### config.mk
export PLATFORM = sky130hd
export DESIGN_NAME = link_quality_monitor
export DESIGN_NICKNAME = d
export VERILOG_FILES = /design/src/lqm_pkg.sv /design/src/lqm_accum.sv /design/src/lqm_calc.sv /design/src/link_quality_monitor.sv
export SDC_FILE = /design/constraint.sdc
export NUM_CORES = 1
export LEC_CHECK = 0
export BUFFER_PORTS_ARGS = -buffer_cell sky130_fd_sc_hd__buf_2
export CORE_MARGIN = 5
export CORE_UTILIZATION = 30
export CTS_CLUSTER_SIZE = 8
export DETAILED_ROUTE_END_ITERATION = 6
export PLACE_DENSITY = 0.47
export SLEW_MARGIN = 5
export SYNTH_ARGS = -nofsm -noshare
export SYNTH_HDL_FRONTEND = slang
export SYNTH_SLANG_ARGS = --single-unit
### constraint.sdc
create_clock -name clk -period 5.8 [get_ports clk]
set_input_delay 0.29 -clock clk [delete_from_list [all_inputs] [get_ports clk]]
set_output_delay 0.29 -clock clk [all_outputs]
set_load 0.1 [all_outputs]
### src/lqm_pkg.sv
package lqm_pkg;

  localparam int COUNT_WIDTH_DEF = 16;
  localparam int DIAG_W          = 16;
  localparam int QUAL_W          = 7;
  localparam int UPTIME_W        = 24;
  localparam int CFG_INDEX_W     = 2;
  localparam int CFG_DATA_W      = 8;
  localparam int MEDIA_W         = 3;
  localparam int INTERVAL_W      = 8;

  localparam logic [CFG_INDEX_W-1:0] REG_MEDIA_KIND      = 2'd0;
  localparam logic [CFG_INDEX_W-1:0] REG_SAMPLE_INTERVAL = 2'd1;

  localparam logic [MEDIA_W-1:0] MEDIA_TP    = 3'd0;
  localparam logic [MEDIA_W-1:0] MEDIA_COAX  = 3'd1;
  localparam logic [MEDIA_W-1:0] MEDIA_AUI   = 3'd2;
  localparam logic [MEDIA_W-1:0] MEDIA_FIBER = 3'd3;

  localparam int BIT_LINK_BEAT = 11;
  localparam int BIT_SQE_TEST  = 9;

  localparam logic [INTERVAL_W-1:0] INTERVAL_RESET = 8'd1;
  localparam logic [QUAL_W-1:0]     STABLE_LIMIT   = 7'd80;
  localparam logic [QUAL_W-1:0]     PASS_LIMIT     = 7'd50;

  typedef struct packed {
    logic [DIAG_W-1:0] diag_word;
    logic              last_sample;
  } lqm_in_t;

  typedef struct packed {
    logic [QUAL_W-1:0]   quality_percent;
    logic                link_up_seen;
    logic                carrier_seen;
    logic                sqe_passed;
    logic                link_stable;
    logic                test_pass;
    logic [15:0]         up_samples;
    logic [15:0]         total_samples;
    logic [UPTIME_W-1:0] up_time_ms;
    logic [DIAG_W-1:0]   final_diag;
  } lqm_out_t;

  typedef struct packed {
    logic link;
    logic carrier;
    logic sqe;
  } lqm_flags_t;

  typedef enum logic {
    ST_IDLE,
    ST_CALC
  } lqm_state_t;

endpackage

### src/lqm_accum.sv
module lqm_accum #(
  parameter int COUNT_WIDTH = lqm_pkg::COUNT_WIDTH_DEF
) (
  input  logic                        clk,
  input  logic                        rst_n,
  input  logic                        sample_en,
  input  logic [lqm_pkg::DIAG_W-1:0]  diag_word,
  input  logic                        last_sample,
  input  logic [lqm_pkg::MEDIA_W-1:0] media_kind,
  output logic [COUNT_WIDTH-1:0]      up_cnt_nxt,
  output logic [COUNT_WIDTH-1:0]      total_cnt_nxt,
  output lqm_pkg::lqm_flags_t         flags_nxt
);

  logic [COUNT_WIDTH-1:0] up_cnt_r;
  logic [COUNT_WIDTH-1:0] total_cnt_r;
  lqm_pkg::lqm_flags_t    flags_r;
  logic                   is_up;

  always_comb begin
    is_up     = 1'b0;
    flags_nxt = flags_r;
    case (media_kind)
      lqm_pkg::MEDIA_TP, lqm_pkg::MEDIA_FIBER: begin
        if (diag_word[lqm_pkg::BIT_LINK_BEAT]) begin
          is_up          = 1'b1;
          flags_nxt.link = 1'b1;
        end
      end
      lqm_pkg::MEDIA_COAX: begin
        is_up             = 1'b1;
        flags_nxt.carrier = 1'b1;
      end
      lqm_pkg::MEDIA_AUI: begin
        if (diag_word[lqm_pkg::BIT_SQE_TEST]) begin
          is_up         = 1'b1;
          flags_nxt.sqe = 1'b1;
        end
      end
      default: ;
    endcase
    // counters stop at all ones
    up_cnt_nxt    = (is_up && !(&up_cnt_r)) ? up_cnt_r + 1'b1 : up_cnt_r;
    total_cnt_nxt = (&total_cnt_r) ? total_cnt_r : total_cnt_r + 1'b1;
  end

  always_ff @(posedge clk) begin
    if (!rst_n) begin
      up_cnt_r    <= '0;
      total_cnt_r <= '0;
      flags_r     <= '0;
    end else if (sample_en) begin
      if (last_sample) begin
        up_cnt_r    <= '0;
        total_cnt_r <= '0;
        flags_r     <= '0;
      end else begin
        up_cnt_r    <= up_cnt_nxt;
        total_cnt_r <= total_cnt_nxt;
        flags_r     <= flags_nxt;
      end
    end
  end

endmodule

### src/lqm_calc.sv
module lqm_calc #(
  parameter int COUNT_WIDTH = lqm_pkg::COUNT_WIDTH_DEF
) (
  input  logic                           clk,
  input  logic                           rst_n,
  input  logic                           start,
  input  logic                           ack,
  input  logic [COUNT_WIDTH-1:0]         up_cnt,
  input  logic [COUNT_WIDTH-1:0]         total_cnt,
  input  logic [lqm_pkg::INTERVAL_W-1:0] interval,
  output logic                           done,
  output logic [lqm_pkg::QUAL_W-1:0]     quality,
  output logic [lqm_pkg::UPTIME_W-1:0]   up_time
);

  localparam int NW = COUNT_WIDTH + lqm_pkg::QUAL_W;     // up * 100
  localparam int PW = COUNT_WIDTH + lqm_pkg::INTERVAL_W; // up * interval
  localparam int EW = 40;

  logic                           busy_r;
  logic                           done_r;
  logic [2:0]                     step_r;
  logic [NW-1:0]                  rem_r;
  logic [NW-1:0]                  dsh_r;
  logic [lqm_pkg::QUAL_W-1:0]     quot_r;
  logic [PW-1:0]                  acc_r;
  logic [PW-1:0]                  mcand_r;
  logic [lqm_pkg::INTERVAL_W-1:0] mplier_r;
  logic [NW-1:0]                  up_x100;
  logic                           fits;
  logic [EW-1:0]                  acc_ext;

  // x * 100 = x*64 + x*32 + x*4
  assign up_x100 = (NW'(up_cnt) << 6) + (NW'(up_cnt) << 5) + (NW'(up_cnt) << 2);
  assign fits    = (rem_r >= dsh_r);

  always_ff @(posedge clk) begin
    if (!rst_n) begin
      busy_r <= 1'b0;
      done_r <= 1'b0;
      step_r <= '0;
    end else begin
      if (ack) begin
        done_r <= 1'b0;
      end
      if (start) begin
        busy_r <= 1'b1;
        step_r <= '0;
      end else if (busy_r) begin
        step_r <= step_r + 1'b1;
        if (step_r == 3'd7) begin
          busy_r <= 1'b0;
          done_r <= 1'b1;
        end
      end
    end
  end

  // restoring divide, one quotient bit a cycle, quotient never above 100
  always_ff @(posedge clk) begin
    if (start) begin
      rem_r    <= up_x100;
      dsh_r    <= NW'(total_cnt) << (lqm_pkg::QUAL_W - 1);
      quot_r   <= '0;
      acc_r    <= '0;
      mcand_r  <= PW'(up_cnt);
      mplier_r <= interval;
    end else if (busy_r) begin
      if (step_r != 3'd7) begin
        if (fits) begin
          rem_r <= rem_r - dsh_r;
        end
        quot_r <= {quot_r[lqm_pkg::QUAL_W-2:0], fits};
        dsh_r  <= dsh_r >> 1;
      end
      // shift-add multiply, one interval bit a cycle
      if (mplier_r[0]) begin
        acc_r <= acc_r + mcand_r;
      end
      mcand_r  <= mcand_r << 1;
      mplier_r <= mplier_r >> 1;
    end
  end

  assign acc_ext = EW'(acc_r);
  assign done    = done_r;
  assign quality = quot_r;
  assign up_time = (acc_ext > EW'(24'hFFFFFF)) ? 24'hFFFFFF : acc_ext[lqm_pkg::UPTIME_W-1:0];

endmodule

### src/link_quality_monitor.sv
// channel   direction  handshake              payload
// in_       input      in_valid / in_stall    lqm_in_t  (diag_word, last_sample)
// out_      output     out_valid / out_stall  lqm_out_t (verdicts, counts, up time, diag)
// cfg_      input      cfg_valid / cfg_ready  cfg_index, cfg_data
//
// ordinary samples are taken without a stall; a last sample raises in_stall while the
// serial divide/multiply unit runs and until its result is registered
// reset clears the counters, sticky flags and output valid, and restores the
// registers to twisted pair and a 1 ms interval; cfg_ready is always high
// samples keep being taken while a result waits under out_stall; after a further
// last sample in_stall stays high until the output register frees up
module link_quality_monitor #(
  parameter int COUNT_WIDTH = lqm_pkg::COUNT_WIDTH_DEF
) (
  input  logic                            clk,
  input  logic                            rst_n,
  input  logic                            in_valid,
  output logic                            in_stall,
  input  lqm_pkg::lqm_in_t                in_data,
  output logic                            out_valid,
  input  logic                            out_stall,
  output lqm_pkg::lqm_out_t               out_data,
  input  logic                            cfg_valid,
  output logic                            cfg_ready,
  input  logic [lqm_pkg::CFG_INDEX_W-1:0] cfg_index,
  input  logic [lqm_pkg::CFG_DATA_W-1:0]  cfg_data
);

  lqm_pkg::lqm_state_t            state_r, state_nxt;
  logic [lqm_pkg::MEDIA_W-1:0]    media_r;
  logic [lqm_pkg::INTERVAL_W-1:0] interval_r;
  logic                           in_xfer;
  logic                           win_end;
  logic                           load_out;
  logic                           out_free;
  logic [COUNT_WIDTH-1:0]         up_cnt_nxt;
  logic [COUNT_WIDTH-1:0]         total_cnt_nxt;
  lqm_pkg::lqm_flags_t            flags_nxt;
  logic [COUNT_WIDTH-1:0]         up_hold_r;
  logic [COUNT_WIDTH-1:0]         total_hold_r;
  lqm_pkg::lqm_flags_t            flags_hold_r;
  logic [lqm_pkg::DIAG_W-1:0]     diag_hold_r;
  logic                           calc_done;
  logic [lqm_pkg::QUAL_W-1:0]     quality;
  logic [lqm_pkg::UPTIME_W-1:0]   up_time;
  logic                           out_valid_r, out_valid_nxt;
  lqm_pkg::lqm_out_t              out_r;

  assign cfg_ready = 1'b1;
  assign in_stall  = (state_r != lqm_pkg::ST_IDLE);
  assign in_xfer   = in_valid && !in_stall;
  assign win_end   = in_xfer && in_data.last_sample;
  assign out_free  = !out_valid_r || !out_stall;

  always_ff @(posedge clk) begin
    if (!rst_n) begin
      media_r    <= lqm_pkg::MEDIA_TP;
      interval_r <= lqm_pkg::INTERVAL_RESET;
    end else if (cfg_valid) begin
      if (cfg_index == lqm_pkg::REG_MEDIA_KIND) begin
        media_r <= cfg_data[lqm_pkg::MEDIA_W-1:0];
      end else if (cfg_index == lqm_pkg::REG_SAMPLE_INTERVAL) begin
        interval_r <= cfg_data[lqm_pkg::INTERVAL_W-1:0];
      end
    end
  end

  lqm_accum #(
    .COUNT_WIDTH(COUNT_WIDTH)
  ) u_accum (
    .clk          (clk),
    .rst_n        (rst_n),
    .sample_en    (in_xfer),
    .diag_word    (in_data.diag_word),
    .last_sample  (in_data.last_sample),
    .media_kind   (media_r),
    .up_cnt_nxt   (up_cnt_nxt),
    .total_cnt_nxt(total_cnt_nxt),
    .flags_nxt    (flags_nxt)
  );

  lqm_calc #(
    .COUNT_WIDTH(COUNT_WIDTH)
  ) u_calc (
    .clk      (clk),
    .rst_n    (rst_n),
    .start    (win_end),
    .ack      (load_out),
    .up_cnt   (up_cnt_nxt),
    .total_cnt(total_cnt_nxt),
    .interval (interval_r),
    .done     (calc_done),
    .quality  (quality),
    .up_time  (up_time)
  );

  // window snapshot kept for the result while the serial unit runs
  always_ff @(posedge clk) begin
    if (win_end) begin
      up_hold_r    <= up_cnt_nxt;
      total_hold_r <= total_cnt_nxt;
      flags_hold_r <= flags_nxt;
      diag_hold_r  <= in_data.diag_word;
    end
  end

  always_comb begin
    state_nxt     = state_r;
    load_out      = 1'b0;
    out_valid_nxt = out_valid_r && out_stall;
    case (state_r)
      lqm_pkg::ST_IDLE: begin
        if (win_end) begin
          state_nxt = lqm_pkg::ST_CALC;
        end
      end
      lqm_pkg::ST_CALC: begin
        if (calc_done && out_free) begin
          load_out      = 1'b1;
          out_valid_nxt = 1'b1;
          state_nxt     = lqm_pkg::ST_IDLE;
        end
      end
      default: state_nxt = lqm_pkg::ST_IDLE;
    endcase
  end

  always_ff @(posedge clk) begin
    if (!rst_n) begin
      state_r     <= lqm_pkg::ST_IDLE;
      out_valid_r <= 1'b0;
    end else begin
      state_r     <= state_nxt;
      out_valid_r <= out_valid_nxt;
    end
  end

  always_ff @(posedge clk) begin
    if (load_out) begin
      out_r.quality_percent <= quality;
      out_r.link_up_seen    <= flags_hold_r.link;
      out_r.carrier_seen    <= flags_hold_r.carrier;
      out_r.sqe_passed      <= flags_hold_r.sqe;
      out_r.link_stable     <= (quality > lqm_pkg::STABLE_LIMIT);
      out_r.test_pass       <= (quality > lqm_pkg::PASS_LIMIT);
      out_r.up_samples      <= 16'(up_hold_r);
      out_r.total_samples   <= 16'(total_hold_r);
      out_r.up_time_ms      <= up_time;
      out_r.final_diag      <= diag_hold_r;
    end
  end

  assign out_valid = out_valid_r;
  assign out_data  = out_r;

endmodule

==> results.sh, run 1 <==
export IMPL_drive_gt1_frac=0.127
export IMPL_vias_per_cell=4.75
export IMPL_setup_violations=0
export IMPL_finClkSkew_ns=0.0239
export IMPL_switching_share=0.273
export IMPL_rsz0062_at_grt="no"
export IMPL_async_flop_share=0
export IMPL_path_class="register to register"
export IMPL_crit_required_ns=6.08
export IMPL_reg2reg_slack_ns=0.64
export IMPL_tightest_slew_ns=1.08
export IMPL_cts_buffer_depth=3
export IMPL_multi_input_area_sq_um=6460
export IMPL_highest_layer="met4"
export IMPL_peakVddDrop_uv=180
export IMPL_dr_first_iter_drc_count=715
export IMPL_ff_latch_area_sq_um=7910
export IMPL_antenna_found_initial=0
export IMPL_die_height_um=233
export IMPL_final_nets=1666
export IMPL_post_route_min_period_ns=5.16
export IMPL_syn_nets=1555
export IMPL_grt_max_degree=65
export IMPL_power_uw=5820
export IMPL_ant_nets=0
export IMPL_hold_class="input port to register"
export IMPL_combinationalPowerShare=0.166
export IMPL_min_period_over_period=0.890
export IMPL_wl_met2_um=17600
export IMPL_synthCells=1440
export IMPL_track_usage=0.137
export IMPL_wl_um=37100
export IMPL_htree_num_levels=2
export IMPL_crit_fanout=12
export IMPL_n_antenna_cell=0
export IMPL_syn_area_per_cell_sq_um=10.4
export IMPL_dr_wl_met3_um=1370
export IMPL_core_area_sq_um=49200
export IMPL_syn_area_sq_um=15000
export IMPL_start_util=0.304
export IMPL_power_share_clock=0.405
export IMPL_ys_seq_area_frac=0.529
export IMPL_numClockSinks=296
export IMPL_root_buffer="clkbuf_16"
export IMPL_rows=81
export IMPL_ys_flop_type="edfxtp_1"
export IMPL_ys_ff_latch=296
export IMPL_grt_ovfl_total=0
export IMPL_postPlaceCellArea_sq_um=16100
export IMPL_synth_top_area_share=0.398
export IMPL_clk_pin_slew_ns=0.05
export IMPL_drt_met1_wl_um=17200
export IMPL_maxClockFrequency_mhz=194
export IMPL_fp_dieW_um=233
export IMPL_top_level_ports=119
export IMPL_status="complete, no violations"
export IMPL_synth_top_area_cell="edfxtp_1"
export IMPL_p_int_uw=4230
export IMPL_first_pass_iters=6
export IMPL_grt_pass1_vias=10900
export IMPL_wl_per_cell_um=16.5
export IMPL_place_hpwl_um=25600
export IMPL_grt_pass1_wl_um=59600
export IMPL_gp_congestion=0.814
export IMPL_p_sw_uw=1590
export IMPL_portBuffers=117
export IMPL_tns_ns=0
export IMPL_slew_headroom=0.280
export IMPL_cts_tree="yes"
export IMPL_fillers=4921
export IMPL_seqPwrFrac=0.429
export IMPL_worst_setup_path_start_kind="register"
export IMPL_yosysWarnings=0
export IMPL_cts_buffers=43
export IMPL_die_area_sq_um=54400
export IMPL_synth_enable_flop_cells=198
export IMPL_finalHoldViolCount=0
export IMPL_final_max_slew_viol_count=0
export IMPL_power_density_nw_per_um2=331
export IMPL_drcViolationCount=0
export IMPL_synth_distinct_cells=74
export IMPL_stdcell_area_sq_um=17600
export IMPL_synth_area_leaders="edfxtp_1 (40%), dfxtp_1 (13%), ha_1 (6.7%)"
export IMPL_clock_latency_ns=0.57
export IMPL_cp_end_kind="register"
export IMPL_drv_cap=0
export IMPL_areaGrowthSynthToFinish_pct=17.8
export IMPL_crit_arrival_ns=5.44
export IMPL_post_cts_buffers=0
export IMPL_vias=10700
export IMPL_p_leak_uw=0.00707
==> repair_timing <==
action | in CTS | in global routing
endpoints found under the hold margin | 23 | 0
hold buffers | 22 | 0
resized for setup | 0 | 2
endpoints found under the setup margin | 0 | 4
==> worst max-delay path, cell delays in order (launching register included) <==
cell      delay (ns)
dfxtp_1         0.42
ha_1            0.27
and3_1          0.23
and3_4          0.21
a31oi_2         0.54
nand4_1         0.23
xor2_2          0.41
inv_1           0.09
ha_1            0.22
ha_1            0.21
fa_1            0.41
a21oi_1         0.21
o21ai_0         0.14
a31oi_1         0.19
buf_4           0.15
o311ai_0        0.16
o41ai_1         0.46
xnor2_1         0.13
nand2_1         0.09
o31ai_1         0.08
==> registers in the layout (all words and copies together), names as in the netlist, 3 cells and up <==
register             cells
diag_hold_r             16
flags_hold_r             3
interval_r               8
media_r                  3
out_data                84
total_hold_r            16
u_accum.flags_r          3
u_accum.total_cnt_r     16
u_accum.up_cnt_r        16
u_calc.acc_r            24
u_calc.dsh_r            22
u_calc.mcand_r          24
u_calc.mplier_r          8
u_calc.quality           7
u_calc.rem_r            23
u_calc.step_r            3
up_hold_r               16
==> final cells by class <==
type	instances	share of cell area
well taps	664	0.0472
inverters	63	0.0137
clock inverters	3	0.00277
multi-input cells	994	0.367
flip-flops and latches	296	0.449
clock buffers	77	0.0689
repair buffers	153	0.0517
==> layout by cell type (no fill, tap or decap), drive strengths merged, types with 46 or more instances in the layout <==
master  netlist  routed
nor2         81      81
buf          17     131
edfxtp      198     198
nand2       186     186
dfxtp        98      98
a21oi       104     104
inv          62      66
clkbuf       70      77
xnor2        46      46
o21ai        95      95
ha           80      80
==> logic make-up after synthesis <==
logic type | count (synthesis) | synth area share
AOI/OAI and AO/OA | 361 | 0.153
buffers and inverters | 150 | 0.0400
other | 1 | 0.000251
and+or+nand+nor | 437 | 0.138
adders and majority gates | 84 | 0.0716
xor gates and xnor gates | 84 | 0.0497
DFF | 296 | 0.529
muxes | 27 | 0.0182
==> Yosys cell counts, drive strengths merged, types with 25 or more instances <==
| cell | n |
|---|---|
| xor2 | 38 |
| mux2i | 25 |
| xnor2 | 46 |
| ha | 80 |
| inv | 62 |
| a21oi | 104 |
| edfxtp | 198 |
| o31ai | 27 |
| a21o | 35 |
| nor2 | 81 |
| dfxtp | 98 |
| nand2 | 186 |
| clkbuf | 70 |
| nor2b | 26 |
| nand3 | 28 |
| o21ai | 95 |
==> stage by stage <==
step	worst slack (ns)	hold WS, ns	std cells	util
2_1_floorplan	1.41	0.389	1440	-
3_3_place_gp	0.433	0.400	2148	0.328
5_1_grt	0.199	0.0414	2250	0.358
6_report	0.639	0.0481	2250	0.358
4_1_cts	0.176	0.0131	2250	0.358
3_5_place_dp	0.189	0.405	2148	0.328
==> layer usage <==
| layer | track usage | vias to the layer above |
|---|---|---|
| met5 | 0 | - |
| met4 | 0.0480 | 0 |
| met3 | 0.0241 | 58 |
| met2 | 0.229 | 172 |
| met1 | 0.178 | 5053 |
| li1 | - | 5406 |
==> worst paths after layout <==
| kind | startpoint | endpoint | cells after the start |
|---|---|---|---|
| worst max-delay path | u_accum.up_cnt_r[0] | u_calc.rem_r[20] | 19 |
| worst min-delay path | cfg_data[1] | interval_r[1] | 3 |
| worst max register to register | u_accum.up_cnt_r[0] | u_calc.rem_r[20] | 19 |
| worst min register to register | diag_hold_r[9] | out_data[9] | 0 |
==> power groups by stage <==
| stage | Clock, uW | Sequential [uW] | Combinational (uW) |
|---|---|---|---|
| 6_report | 2360 | 2500 | 964 |
| 5_1_grt | 2540 | 2510 | 1100 |
| 4_1_cts | 2450 | 2500 | 973 |
| 3_5_place_dp | 0 | 2540 | 955 |
| 3_3_place_gp | 0 | 2540 | 953 |
| 2_1_floorplan | 0 | 2510 | 761 |
(Power assumes the default switching activity.)
==> run 2: changes to the inputs <==
--- a/config.mk
+++ b/config.mk
@@ -6,11 +6,10 @@
 export NUM_CORES = 1
 export LEC_CHECK = 0
 export BUFFER_PORTS_ARGS = -buffer_cell sky130_fd_sc_hd__buf_2
-export CORE_MARGIN = 5
-export CORE_UTILIZATION = 30
+export CORE_UTILIZATION = 45
 export CTS_CLUSTER_SIZE = 8
 export DETAILED_ROUTE_END_ITERATION = 6
-export PLACE_DENSITY = 0.47
+export PLACE_DENSITY = 0.64
 export SLEW_MARGIN = 5
 export SYNTH_ARGS = -nofsm -noshare
 export SYNTH_HDL_FRONTEND = slang
==> run 2 against run 1 <==
Compared with the run above: via count up 1.6%; global-route usage up 6.7 points; design area down 2.1%; critical path depth down 2; sequential cell count unchanged; worst hold slack worse by 0.020 ns; clock skew down 0.0013 ns; clock-buffer cell count down 2; critical endpoint is now u_calc.rem_r[21].
==> results.sh, run 2 (synthesis results as in run 1) <==
export IMPL_power_density_nw_per_um2=335
export IMPL_areaGrowthSynthToFinish_pct=15.3
export IMPL_crit_arrival_ns=5.31
export IMPL_path_class="register to register"
export IMPL_power_share_clock=0.401
export IMPL_tns_ns=0
export IMPL_wl_per_cell_um=16.8
export IMPL_antenna_found_initial=0
export IMPL_clk_pin_slew_ns=0.05
export IMPL_htree_num_levels=2
export IMPL_status="complete, no violations"
export IMPL_combinationalPowerShare=0.166
export IMPL_multi_input_area_sq_um=6450
export IMPL_dr_first_iter_drc_count=735
export IMPL_track_usage=0.203
export IMPL_fp_dieW_um=184
export IMPL_seqPwrFrac=0.433
export IMPL_cts_buffers=43
export IMPL_fillers=2903
export IMPL_gp_congestion=0.886
export IMPL_clock_latency_ns=0.53
export IMPL_final_nets=1658
export IMPL_p_sw_uw=1550
export IMPL_rows=66
export IMPL_numClockSinks=296
export IMPL_fin_util=0.528
export IMPL_grt_pass1_wl_um=54700
export IMPL_portBuffers=117
export IMPL_worst_setup_path_start_kind="register"
export IMPL_drive_gt1_frac=0.125
export IMPL_n_antenna_cell=0
export IMPL_min_period_over_period=0.873
export IMPL_reg2regPathDepth=17
export IMPL_core_area_sq_um=32600
export IMPL_first_pass_iters=5
export IMPL_largest_reg_flops=84
export IMPL_tightest_slew_ns=1.21
export IMPL_grt_pass1_vias=10500
export IMPL_finalHoldViolCount=0
export IMPL_slew_headroom=0.196
export IMPL_cp_end_kind="register"
export IMPL_p_leak_uw=0.00703
export IMPL_ff_latch_area_sq_um=7910
export IMPL_cts_tree="yes"
export IMPL_final_max_slew_viol_count=0
export IMPL_peakVddDrop_uv=176
export IMPL_p_int_uw=4230
export IMPL_drcViolationCount=0
export IMPL_root_buffer="clkbuf_16"
export IMPL_finClkSkew_ns=0.0226
export IMPL_start_util=0.458
export IMPL_drv_cap=0
export IMPL_grt_ovfl_total=0
export IMPL_rsz0062_at_grt="no"
export IMPL_mostFrequentLayoutCell="edfxtp_1"
export IMPL_place_hpwl_um=23000
export IMPL_wl_um=33900
export IMPL_vias=10900
export IMPL_setup_violations=0
export IMPL_cts_buffer_depth=3
export IMPL_post_cts_buffers=0
export IMPL_min_path_cells=3
export IMPL_die_height_um=184
export IMPL_vias_per_cell=5.38
export IMPL_crit_required_ns=6.05
export IMPL_ant_nets=0
export IMPL_hold_class="input port to register"
export IMPL_die_area_sq_um=34000
export IMPL_layout_common_cells="edfxtp_1 (198), nand2_1 (184), buf_2 (117)"
export IMPL_post_route_min_period_ns=5.06
export IMPL_crit_fanout=9
export IMPL_top_level_ports=119
export IMPL_maxClockFrequency_mhz=198
export IMPL_grt_max_degree=90
export IMPL_switching_share=0.268
## run 2: cell types whose count changed in the layout (fill, tap and decap cells not counted), sizes merged
cell | before | now
clkbuf | 77 | 75
clkinv | 0 | 2
buf | 131 | 128
inv | 66 | 64
dlygate4sd3 | 22 | 17
## run 2: per-stage QoR
| stage | hold WS, ns | power (uW) | instance area (sq um) | setup WS [ns] | instances |
|---|---|---|---|---|---|
| after floorplan | 0.389 | 3270 | 15000 | 1.41 | 1440 |
| final | 0.0277 | 5780 | 17200 | 0.737 | 2018 |
| after global placement | 0.400 | 3470 | 15800 | 0.842 | 1923 |
| after CTS | 0.0193 | 5830 | 17200 | 0.752 | 2018 |
| after detailed placement | 0.405 | 3480 | 15800 | 0.780 | 1923 |
| after global routing | 0.0247 | 6050 | 17200 | 0.368 | 2018 |
## run 2: layer usage
metal / track usage / up-vias / wire length (um)
li1: - / 5394 / -
met1: 0.270 / 5129 / 15600
met2: 0.335 / 269 / 15800
met4: 0.0797 / 0 / 1130
met3: 0.0292 / 68 / 1380
met5: 0 / - / 0
## run 2: what timing repair did
item	CTS	global route
hold buffers	17	0
resized for setup	0	0
hold endpoints to repair	17	0
## run 2: worst paths after layout
kind	from	to	slack, ns
setup / recovery	u_accum.up_cnt_r[0]	u_calc.rem_r[21]	0.74
hold / removal	cfg_data[5]	interval_r[5]	0.03
setup reg to reg	u_accum.up_cnt_r[0]	u_calc.rem_r[21]	0.74
hold reg to reg	diag_hold_r[2]	out_data[2]	0.41
## run 2: power groups by stage
stage,clock (uW),sequential [uW],combinational [uW]
floorplan,0,2510,761
global placement,0,2540,929
detailed placement,0,2540,941
CTS,2370,2500,956
global route,2460,2510,1080
finish,2320,2500,961
## run 2: final cells by class
cell class | count | area share
flip-flops and latches | 296 | 0.459
well taps | 442 | 0.0321
clock inverters | 3 | 0.00196
clock buffers | 75 | 0.0706
inverters | 63 | 0.0139
repair buffers | 145 | 0.0486
multi-input cells | 994 | 0.374
## run 2: critical path: stages, from the launching register on
cell and delay (ns):
dfxtp_1 0.51, ha_1 0.25, and3_1 0.23, and3_4 0.25, a31o_2 0.31, nor3_2 0.11
xnor2_1 0.50, inv_1 0.14, ha_1 0.23, o21bai_1 0.15, ha_1 0.35, nand2_1 0.10
o211ai_1 0.17, o211ai_1 0.22, o311ai_0 0.70, nor2_1 0.08, o311ai_0 0.33, a22oi_1 0.14
